--- config.mk ---
export PLATFORM = sky130hd
export DESIGN_NAME = motor_soft_start_ramp_unit
export DESIGN_NICKNAME = d
export VERILOG_FILES = /design/src/rtl/mssr_pkg.sv /design/src/rtl/mssr_ctrl.sv /design/src/rtl/mssr_scale.sv /design/src/rtl/motor_soft_start_ramp_unit.sv
export SDC_FILE = /design/constraint.sdc
export NUM_CORES = 2
export LEC_CHECK = 0
export ABC_AREA = 0
export BUFFER_PORTS_ARGS = -buffer_cell sky130_fd_sc_hd__buf_2
export CAP_MARGIN = 20
export CORE_ASPECT_RATIO = 1.25
export CORE_MARGIN = 1.5
export CORE_UTILIZATION = 35
export CTS_CLUSTER_SIZE = 10
export DETAILED_ROUTE_END_ITERATION = 16
export PLACE_DENSITY = 0.54
export RECOVER_POWER = 50
export SYNTH_ARGS = -nofsm -noshare
export SYNTH_HDL_FRONTEND = slang
export SYNTH_SLANG_ARGS = --single-unit
--- constraint.sdc ---
create_clock -name clk -period 15.8 [get_ports clk]
set_input_delay 3.16 -clock clk [delete_from_list [all_inputs] [get_ports clk]]
set_output_delay 3.16 -clock clk [all_outputs]
set_load 0.02 [all_outputs]
--- src/rtl/mssr_pkg.sv ---
`timescale 1ns / 1ps
`default_nettype none

package mssr_pkg;

	// Fixed field widths
	localparam int PWM_W  = 16;
	localparam int POT_W  = 10;
	localparam int TIME_W = 14;
	localparam int REQ_W  = 3;

	// Ramp time = (RT_BASE + pot scaled to 0..RT_SPAN) * RT_UNIT_MS
	localparam int RT_BASE    = 50;
	localparam int RT_SPAN    = 50;
	localparam int RT_UNIT_MS = 100;

	localparam logic [PWM_W-1:0] PWM_TOP_RST = 16'd7999;

	typedef enum logic [REQ_W-1:0] {
		REQ_TICK      = 3'd0,
		REQ_START     = 3'd1,
		REQ_MODE      = 3'd2,
		REQ_STOP      = 3'd3,
		REQ_TIME_POT  = 3'd4,
		REQ_SPEED_POT = 3'd5
	} req_t;

	typedef enum logic [1:0] {
		OC_NONE  = 2'd0,
		OC_DONE  = 2'd1,
		OC_ABORT = 2'd2
	} outcome_t;

	// What the scaling pipeline does with the compare value
	typedef enum logic [1:0] {
		CMP_HOLD  = 2'd0,
		CMP_CLEAR = 2'd1,
		CMP_LOAD  = 2'd2
	} cmp_op_t;

	typedef struct packed {
		logic               mode_normal;
		logic               ramping;
		logic               running;
		logic               select_time;
		outcome_t           outcome;
		logic [TIME_W-1:0]  ramp_time;
	} status_t;

endpackage

`default_nettype wire

--- src/rtl/mssr_ctrl.sv ---
`timescale 1ns / 1ps
`default_nettype none

module mssr_ctrl #(
	parameter int RAMP_STEPS = 100,
	parameter int ADC_BITS   = 10,
	localparam int ACC_W     = $clog2(RAMP_STEPS * ((1 << ADC_BITS) - 1) + 1)
) (
	input  logic                                 clk,
	input  logic                                 arst_n,
	input  logic                                 in_valid,
	output logic                                 in_ready,
	input  logic [mssr_pkg::REQ_W-1:0]           req_type,
	input  logic [mssr_pkg::POT_W-1:0]           pot_value,
	output logic                                 dn_valid,
	input  logic                                 dn_ready,
	output mssr_pkg::status_t                    dn_status,
	output mssr_pkg::cmp_op_t                    dn_op,
	output logic [ACC_W-1:0]                     dn_acc
);

	localparam int TIME_W  = mssr_pkg::TIME_W;
	localparam int ADC_MAX = (1 << ADC_BITS) - 1;
	localparam int PW      = (mssr_pkg::POT_W > ADC_BITS) ? mssr_pkg::POT_W : ADC_BITS;
	localparam int Q_W     = $clog2(mssr_pkg::RT_SPAN + 1);
	localparam int NQ_W    = ADC_BITS + Q_W;
	// delta = T / RAMP_STEPS by reciprocal multiply
	localparam int DS      = TIME_W + $clog2(RAMP_STEPS);
	localparam longint unsigned DM =
		((64'd1 << DS) + 64'(RAMP_STEPS) - 64'd1) / 64'(RAMP_STEPS);
	localparam int DM_W    = $clog2(DM + 1);
	localparam int DP_W    = TIME_W + DM_W;

	// input stage
	logic                              v1_q;
	mssr_pkg::req_t                    req_s1;
	logic [mssr_pkg::POT_W-1:0]        pot_s1;
	logic                              rdy2;
	logic                              fire1;

	// state
	logic                 normal_q, select_q, ramp_q, run_q;
	logic [ADC_BITS-1:0]  pot_time_q, pot_speed_q, speed_q;
	logic [TIME_W-1:0]    ramp_time_q, elapsed_q, last_step_q, delta_q;
	logic [ACC_W-1:0]     acc_q;

	logic                 normal_d, select_d, ramp_d, run_d;
	logic [ADC_BITS-1:0]  pot_time_d, pot_speed_d, speed_d;
	logic [TIME_W-1:0]    rt_d, elapsed_d, last_d;
	logic [ACC_W-1:0]     acc_d;
	mssr_pkg::cmp_op_t    op_d;
	mssr_pkg::outcome_t   oc_d;

	// output stage
	logic                 v2_q;
	mssr_pkg::status_t    status_s2;
	mssr_pkg::cmp_op_t    op_s2;
	logic [ACC_W-1:0]     acc_s2;

	// datapath
	logic [PW-1:0]        pot_ext;
	logic [ADC_BITS-1:0]  pot_sat;
	logic [NQ_W-1:0]      span_prod;
	logic [Q_W-1:0]       q0, qfix;
	logic [ADC_BITS:0]    rsum;
	logic [TIME_W-1:0]    rt_new;
	logic [DP_W-1:0]      delta_prod;
	logic [TIME_W:0]      elapsed_inc;
	logic [TIME_W-1:0]    elapsed_next, gap;
	logic                 ramp_done, step_due;
	logic [ACC_W-1:0]     cap, acc_step;
	logic [ACC_W:0]       acc_sum;

	assign rdy2     = !v2_q || dn_ready;
	assign fire1    = v1_q && rdy2;
	assign in_ready = !v1_q || rdy2;

	// pot sample saturation
	assign pot_ext = PW'(pot_s1);
	assign pot_sat = (pot_ext > PW'(ADC_MAX)) ? ADC_BITS'(ADC_MAX) : ADC_BITS'(pot_ext);

	// floor(pot_time * span / ADC_MAX): split at 2^ADC_BITS, one fix-up
	assign span_prod = NQ_W'(pot_time_q) * NQ_W'(mssr_pkg::RT_SPAN);
	assign q0        = Q_W'(span_prod >> ADC_BITS);
	assign rsum      = {1'b0, span_prod[ADC_BITS-1:0]} + (ADC_BITS + 1)'(q0);
	assign qfix      = q0 + Q_W'(rsum >= (ADC_BITS + 1)'(ADC_MAX));
	assign rt_new    = TIME_W'((TIME_W'(mssr_pkg::RT_BASE) + TIME_W'(qfix))
		* TIME_W'(mssr_pkg::RT_UNIT_MS));

	assign delta_prod = DP_W'(ramp_time_q) * DP_W'(DM);

	// ramp step
	assign elapsed_inc  = {1'b0, elapsed_q} + (TIME_W + 1)'(1);
	assign elapsed_next = elapsed_inc[TIME_W-1:0];
	assign ramp_done    = elapsed_inc > {1'b0, ramp_time_q};
	assign gap          = elapsed_next - last_step_q;
	assign step_due     = (elapsed_next < last_step_q) || (gap >= delta_q);
	assign cap          = ACC_W'(RAMP_STEPS) * ACC_W'(speed_q);
	assign acc_sum      = {1'b0, acc_q} + (ACC_W + 1)'(speed_q);
	assign acc_step     = (acc_q >= cap) ? acc_q :
		(acc_sum > {1'b0, cap}) ? cap : acc_sum[ACC_W-1:0];

	always_comb begin
		normal_d    = normal_q;
		select_d    = select_q;
		ramp_d      = ramp_q;
		run_d       = run_q;
		pot_time_d  = pot_time_q;
		pot_speed_d = pot_speed_q;
		rt_d        = ramp_time_q;
		speed_d     = speed_q;
		elapsed_d   = elapsed_q;
		last_d      = last_step_q;
		acc_d       = acc_q;
		op_d        = mssr_pkg::CMP_HOLD;
		oc_d        = mssr_pkg::OC_NONE;
		unique case (req_s1)
			mssr_pkg::REQ_TICK: begin
				if (!normal_q) begin
					rt_d    = rt_new;
					speed_d = pot_speed_q;
					op_d    = mssr_pkg::CMP_CLEAR;
				end else if (ramp_q) begin
					elapsed_d = elapsed_next;
					if (ramp_done) begin
						ramp_d = 1'b0;
						run_d  = 1'b1;
						oc_d   = mssr_pkg::OC_DONE;
					end else begin
						if (step_due) begin
							acc_d  = acc_step;
							last_d = elapsed_next;
						end
						op_d = mssr_pkg::CMP_LOAD;
					end
				end
			end
			mssr_pkg::REQ_START: begin
				if (!normal_q) begin
					select_d = 1'b0;
				end else if (!ramp_q && !run_q) begin
					ramp_d    = 1'b1;
					elapsed_d = '0;
					last_d    = '0;
					acc_d     = '0;
					op_d      = mssr_pkg::CMP_CLEAR;
				end
			end
			mssr_pkg::REQ_MODE: begin
				if (normal_q && ramp_q) begin
					oc_d = mssr_pkg::OC_ABORT;
				end
				if (!normal_q) begin
					select_d = 1'b0;
				end
				normal_d = !normal_q;
				ramp_d   = 1'b0;
				run_d    = 1'b0;
				op_d     = mssr_pkg::CMP_CLEAR;
			end
			mssr_pkg::REQ_STOP: begin
				if (normal_q) begin
					if (ramp_q) begin
						oc_d = mssr_pkg::OC_ABORT;
					end
					ramp_d = 1'b0;
					run_d  = 1'b0;
					op_d   = mssr_pkg::CMP_CLEAR;
				end else begin
					select_d = !select_q;
				end
			end
			mssr_pkg::REQ_TIME_POT:  pot_time_d  = pot_sat;
			mssr_pkg::REQ_SPEED_POT: pot_speed_d = pot_sat;
			default: ;
		endcase
	end

	always_ff @(posedge clk or negedge arst_n) begin
		if (!arst_n) begin
			v1_q        <= 1'b0;
			v2_q        <= 1'b0;
			normal_q    <= 1'b0;
			select_q    <= 1'b0;
			ramp_q      <= 1'b0;
			run_q       <= 1'b0;
			pot_time_q  <= '0;
			pot_speed_q <= '0;
			ramp_time_q <= '0;
			speed_q     <= '0;
			elapsed_q   <= '0;
			last_step_q <= '0;
			acc_q       <= '0;
			delta_q     <= '0;
		end else begin
			if (in_ready) begin
				v1_q <= in_valid;
			end
			if (rdy2) begin
				v2_q <= v1_q;
			end
			if (fire1) begin
				normal_q    <= normal_d;
				select_q    <= select_d;
				ramp_q      <= ramp_d;
				run_q       <= run_d;
				pot_time_q  <= pot_time_d;
				pot_speed_q <= pot_speed_d;
				ramp_time_q <= rt_d;
				speed_q     <= speed_d;
				elapsed_q   <= elapsed_d;
				last_step_q <= last_d;
				acc_q       <= acc_d;
			end
			delta_q <= TIME_W'(delta_prod >> DS);
		end
	end

	always_ff @(posedge clk) begin
		if (in_valid && in_ready) begin
			req_s1 <= mssr_pkg::req_t'(req_type);
			pot_s1 <= pot_value;
		end
		if (fire1) begin
			status_s2.mode_normal <= normal_d;
			status_s2.ramping     <= ramp_d;
			status_s2.running     <= run_d;
			status_s2.select_time <= !normal_d && select_d;
			status_s2.outcome     <= oc_d;
			status_s2.ramp_time   <= rt_d;
			op_s2                 <= op_d;
			acc_s2                <= acc_d;
		end
	end

	assign dn_valid  = v2_q;
	assign dn_status = status_s2;
	assign dn_op     = op_s2;
	assign dn_acc    = acc_s2;

endmodule

`default_nettype wire

--- src/rtl/mssr_scale.sv ---
`timescale 1ns / 1ps
`default_nettype none

module mssr_scale #(
	parameter int RAMP_STEPS = 100,
	parameter int ADC_BITS   = 10,
	localparam int ACC_W     = $clog2(RAMP_STEPS * ((1 << ADC_BITS) - 1) + 1)
) (
	input  logic                          clk,
	input  logic                          arst_n,
	input  logic                          up_valid,
	output logic                          up_ready,
	input  mssr_pkg::status_t             up_status,
	input  mssr_pkg::cmp_op_t             up_op,
	input  logic [ACC_W-1:0]              up_acc,
	input  logic [mssr_pkg::PWM_W-1:0]    pwm_top,
	output logic                          out_valid,
	input  logic                          out_ready,
	output mssr_pkg::status_t             out_status,
	output logic [mssr_pkg::PWM_W-1:0]    duty_compare
);

	localparam int PWM_W  = mssr_pkg::PWM_W;
	localparam int DEN    = RAMP_STEPS * ((1 << ADC_BITS) - 1);
	localparam int DEN_W  = $clog2(DEN + 1);
	localparam int NW     = PWM_W + ACC_W;
	localparam int LSH    = DEN_W - 1;
	localparam int AW     = NW - LSH;
	localparam longint unsigned RM = (64'd1 << NW) / 64'(DEN);
	localparam int RMW    = $clog2(RM + 1);
	localparam int PP_W   = AW + RMW;
	localparam int RW     = DEN_W + 2;

	logic                 en3, en4, en5, en_o;
	logic                 v3_q, v4_q, v5_q, vo_q;
	mssr_pkg::status_t    st_s3, st_s4, st_s5, status_q;
	mssr_pkg::cmp_op_t    op_s3, op_s4, op_s5;
	logic [NW-1:0]        num_s3, num_s4, num_s5, cd_s5;
	logic [PP_W-1:0]      prod_s4;
	logic [PWM_W-1:0]     c0, c0_s5, quot, cmp_q;
	logic [RW-1:0]        rem;

	assign en_o     = !vo_q || out_ready;
	assign en5      = !v5_q || en_o;
	assign en4      = !v4_q || en5;
	assign en3      = !v3_q || en4;
	assign up_ready = en3;

	// estimate is at most two below the true quotient
	assign c0   = PWM_W'(prod_s4 >> AW);
	assign rem  = RW'(num_s5 - cd_s5);
	assign quot = PWM_W'((PWM_W + 1)'(c0_s5) + (PWM_W + 1)'(rem >= RW'(DEN))
		+ (PWM_W + 1)'(rem >= RW'(2 * DEN)));

	always_ff @(posedge clk or negedge arst_n) begin
		if (!arst_n) begin
			v3_q  <= 1'b0;
			v4_q  <= 1'b0;
			v5_q  <= 1'b0;
			vo_q  <= 1'b0;
			cmp_q <= '0;
		end else begin
			if (en3) begin
				v3_q <= up_valid;
			end
			if (en4) begin
				v4_q <= v3_q;
			end
			if (en5) begin
				v5_q <= v4_q;
			end
			if (en_o) begin
				vo_q <= v5_q;
			end
			if (en_o && v5_q) begin
				unique case (op_s5)
					mssr_pkg::CMP_LOAD:  cmp_q <= quot;
					mssr_pkg::CMP_CLEAR: cmp_q <= '0;
					mssr_pkg::CMP_HOLD:  cmp_q <= cmp_q;
					default: ;
				endcase
			end
		end
	end

	always_ff @(posedge clk) begin
		if (en3 && up_valid) begin
			st_s3  <= up_status;
			op_s3  <= up_op;
			num_s3 <= NW'(pwm_top) * NW'(up_acc);
		end
		if (en4 && v3_q) begin
			st_s4   <= st_s3;
			op_s4   <= op_s3;
			num_s4  <= num_s3;
			prod_s4 <= PP_W'(num_s3 >> LSH) * PP_W'(RM);
		end
		if (en5 && v4_q) begin
			st_s5  <= st_s4;
			op_s5  <= op_s4;
			num_s5 <= num_s4;
			c0_s5  <= c0;
			cd_s5  <= NW'(c0) * NW'(DEN);
		end
		if (en_o && v5_q) begin
			status_q <= st_s5;
		end
	end

	assign out_valid    = vo_q;
	assign out_status   = status_q;
	assign duty_compare = cmp_q;

endmodule

`default_nettype wire

--- src/rtl/motor_soft_start_ramp_unit.sv ---
// Throughput: one item per cycle while the output is not stalled; the six-stage path
//   (input, state update, product, reciprocal estimate, estimate times divisor,
//   correction) holds up to six items.
// Reset: arst_n clears all mode, ramp and pot state and the compare value at once,
//   and loads pwm_top with 7999; no clearing pass is needed.
`timescale 1ns / 1ps
`default_nettype none

module motor_soft_start_ramp_unit #(
	parameter int RAMP_STEPS = 100,
	parameter int ADC_BITS   = 10
) (
	input  logic                                clk,
	input  logic                                arst_n,
	// request channel
	input  logic                                in_valid,
	output logic                                in_ready,
	input  logic [mssr_pkg::REQ_W-1:0]          req_type,
	input  logic [mssr_pkg::POT_W-1:0]          pot_value,
	// result channel
	output logic                                out_valid,
	input  logic                                out_ready,
	output logic [mssr_pkg::PWM_W-1:0]          duty_compare,
	output logic                                mode_normal,
	output logic                                ramping,
	output logic                                running,
	output logic                                select_time,
	output logic [1:0]                          start_outcome,
	output logic [mssr_pkg::TIME_W-1:0]         ramp_time_ms,
	// pwm_top write channel
	input  logic                                cfg_valid,
	output logic                                cfg_ready,
	input  logic [mssr_pkg::PWM_W-1:0]          cfg_data
);

	localparam int ACC_W = $clog2(RAMP_STEPS * ((1 << ADC_BITS) - 1) + 1);

	logic [mssr_pkg::PWM_W-1:0]  pwm_top_q;

	// control stage -> scaling pipeline
	logic                        mid_valid;
	logic                        mid_ready;
	mssr_pkg::status_t           mid_status;
	mssr_pkg::cmp_op_t           mid_op;
	logic [ACC_W-1:0]            mid_acc;
	mssr_pkg::status_t           res_status;

	// The user is to write the register only while no transaction is in flight (the block
	// does not enforce this), so the scaling pipeline may read it live at its multiply stage.
	assign cfg_ready = 1'b1;

	always_ff @(posedge clk or negedge arst_n) begin
		if (!arst_n) begin
			pwm_top_q <= mssr_pkg::PWM_TOP_RST;
		end else if (cfg_valid && cfg_ready) begin
			pwm_top_q <= cfg_data;
		end
	end

	// Input register and all mode / ramp state. State advances when an item
	// leaves the input register; the post-update flags, the accumulator and
	// a hold / clear / load code for the compare go downstream.
	mssr_ctrl #(
		.RAMP_STEPS (RAMP_STEPS),
		.ADC_BITS   (ADC_BITS)
	) u_ctrl (
		.clk        (clk),
		.arst_n     (arst_n),
		.in_valid   (in_valid),
		.in_ready   (in_ready),
		.req_type   (req_type),
		.pot_value  (pot_value),
		.dn_valid   (mid_valid),
		.dn_ready   (mid_ready),
		.dn_status  (mid_status),
		.dn_op      (mid_op),
		.dn_acc     (mid_acc)
	);

	// compare = floor(pwm_top * acc / (RAMP_STEPS * ADC_MAX)) through a
	// reciprocal estimate and a two-step correction; the compare register
	// at its end is the state reported with every result.
	mssr_scale #(
		.RAMP_STEPS (RAMP_STEPS),
		.ADC_BITS   (ADC_BITS)
	) u_scale (
		.clk          (clk),
		.arst_n       (arst_n),
		.up_valid     (mid_valid),
		.up_ready     (mid_ready),
		.up_status    (mid_status),
		.up_op        (mid_op),
		.up_acc       (mid_acc),
		.pwm_top      (pwm_top_q),
		.out_valid    (out_valid),
		.out_ready    (out_ready),
		.out_status   (res_status),
		.duty_compare (duty_compare)
	);

	// unpack the status word onto the result ports
	assign mode_normal   = res_status.mode_normal;
	assign ramping       = res_status.ramping;
	assign running       = res_status.running;
	assign select_time   = res_status.select_time;
	assign start_outcome = res_status.outcome;
	assign ramp_time_ms  = res_status.ramp_time;

endmodule

`default_nettype wire

==> impl_metrics.yaml <==
status:
  status: "finished, violations left"
  violations: "capacitance limit, slew limit"
clock_tree:
  cts_tree: "done"
  cts-root-buf: "clkbuf_16"
  cts_resized: 0
  clkLatencyLatePin_ps: 610
  clkSinkCount: 390
  cts_hold_buf: 0
  clk_path_buf_depth: 3
  cts_buffers: 49
  h-tree-depth: 2
  cts.reportedPaths.clkPinSlew_ps: 60
  postCtsSetupRepairBufs: 0
place:
  place_congestion: 0.8228
  dp.cells: 4655
  dp_hpwl_um: 62260
  portBuffers: 71
  dpl_cell_area_um2: 37330
critical_path:
  ff2ff_path_depth: 34
  crit_path_end_kind: "flip-flop"
  max_stage_delay_ps: 510
  path_depth: 34
  crit_start: "u_ctrl.pot_time_q[4]"
  cp_common_cell: "ha_1"
  worstPathRequired_ps: 16150
  cp_max_fo: 6
  critical_path_class: "reg2reg"
  startpoint_type: "flip-flop"
  crit_arrival_ps: 9040
  path_buf_inv: 3
  timing.rr.start: "u_ctrl.pot_time_q[4]"
  cp_top_family: "adder cells"
  slowest_stage: "nor4b_1"
synth:
  netlist-cell-type-count: 84
  synth_edf_count: 251
  avgSynthCellArea_um2: 10.67
  yosysWarnings: 0
  syn-num-nets: 4212
  ys_seq_area_frac: 0.3103
  synth_ff_type: "edfxtp_1"
  ys_ff_latch: 390
  syn_inst: 3330
  ys_async_sr_fraction: 0.3564
  syn_area_um2: 35550
sta:
  period_share: 0.5505
  hold_ws_ps: 412.3
  fin_worst_skew_ps: 33.16
  drv_slew: 225
  hold_viol_final: 0
  worstMarginPinSlew_ps: 5530
  tns_ps: 0
  grt_setup_unrepaired: "false"
  setup_viol: 0
  max_freq_ghz: 0.1150
  max-slew-margin-rel: -2.687
  finalCriticalPeriod_ps: 8697
grt:
  antenna_found_initial: 1
  grt_max_degree: 93
  track_usage: 0.1530
  grt_pass1_vias: 24251
  grt_pass1_wl_um: 126600
  grt-ovfl-total: 0
die:
  die_h_um: 359.3
  row_count: 130
  die_x_um: 288.0
  dieArea_um2: 103500
  start_util: 0.3536
  io_pins: 73
  core_um2: 100500
layout:
  fillers: 9987
  register_area_um2: 11030
  drive_gt1_frac: 0.06778
  fin_cells: 4743
  diodes: 0
  fin_nets: 4268
  final_area_um2: 38800
  multi_input_area_um2: 21980
  area_delta_synth_final_pct: 9.152
worst_hold_path:
  hp-start: "u_scale.st_s5[13]"
  min_path_cells: 0
  hold_class: "reg2reg"
drt:
  routed_wl_um: 77630
  drt_iter0_drc: 836
  drt-wirelength-per-cell_um: 16.37
  dr.pass1.iters: 5
  drc: 0
  viasPerCell: 4.831
  vias: 22913
  ant_nets: 0
flow_run:
  cap_viol_max_count: 4
==> registers in the layout, summed over array words and instances (netlist names), 20 cells and up <==
register	count
u_ctrl.dn_status	20
u_scale.num_s3	31
u_scale.out_status	20
u_scale.st_s3	20
u_scale.st_s4	20
u_scale.st_s5	20
==> cell type report <==
cell class                 count  share of cell area
clock buffer                  77             0.03567
multi-input combinational   2271              0.5665
clock inverter                11            0.002999
tap                         1320             0.04257
sequential                   390              0.2843
inverter                     592             0.05727
timing repair buffer          82             0.01074
==> cell usage in the layout (no fill, tap or decap), drive strengths merged, types with 54 or more instances in the layout <==
cell / count
clkbuf: 84
buf: 75
a21oi: 92
fa: 348
xor2: 64
dfrtp: 128
mux2: 54
xnor2: 112
nand2: 317
ha: 500
inv: 593
nor2: 98
and2: 105
edfxtp: 251
o21ai: 128
==> stage by stage <==
step	worst slack, ps	util
floorplan	7933	-
global placement	7131	0.3713
detailed placement	7123	0.3713
CTS	7072	0.3863
global route	6385	0.3860
finish	7103	0.3860
==> cells by family after synthesis <==
kind of cell	share of synthesized area
AO/OA/AOI/OAI	0.08504
XOR/XNOR	0.04358
adder cells (fa/ha/maj)	0.3728
buffers and inverters	0.07156
flip-flops	0.3103
multiplexers	0.01908
other	0.0001055
AND/OR/NAND/NOR	0.09750
==> worst paths after layout <==
kind	to	slack, ps
min in group asynchronous	u_ctrl.delta_q[3]	4590
max in group asynchronous	u_scale.duty_compare[13]	8130
worst max-delay path	u_ctrl.dn_status[13]	7100
worst min register to register	u_scale.out_status[13]	410
worst max register to register	u_ctrl.dn_status[13]	7100
worst min-delay path	u_scale.out_status[13]	410
==> synthesized netlist by cell type (62+ instances only) <==
library cell	count	area, um2
o21ai_0	125	625.6
clkbuf_1	62	232.7
fa_1	348	6967
inv_1	591	2218
xor2_1	64	560.5
edfxtp_1	251	7537
and2_1	104	650.6
nand2_1	316	1186
dfrtp_1	128	3203
nor2_1	98	367.9
a21oi_1	91	455.4
xnor2_1	111	972.2
ha_1	500	6256
==> per-layer routing <==
metal / track usage / wire length (um) / vias up
li1: - / - / 11182
met1: 0.1844 / 32640 / 11398
met2: 0.2845 / 41400 / 236
met3: 0.01859 / 1807 / 97
met4: 0.03809 / 1779 / 0
met5: 0 / 0 / -
Power is left out: the tool's default activity adds up to more than one toggle a clock period on the data nets, which glitch-free logic cannot reach.
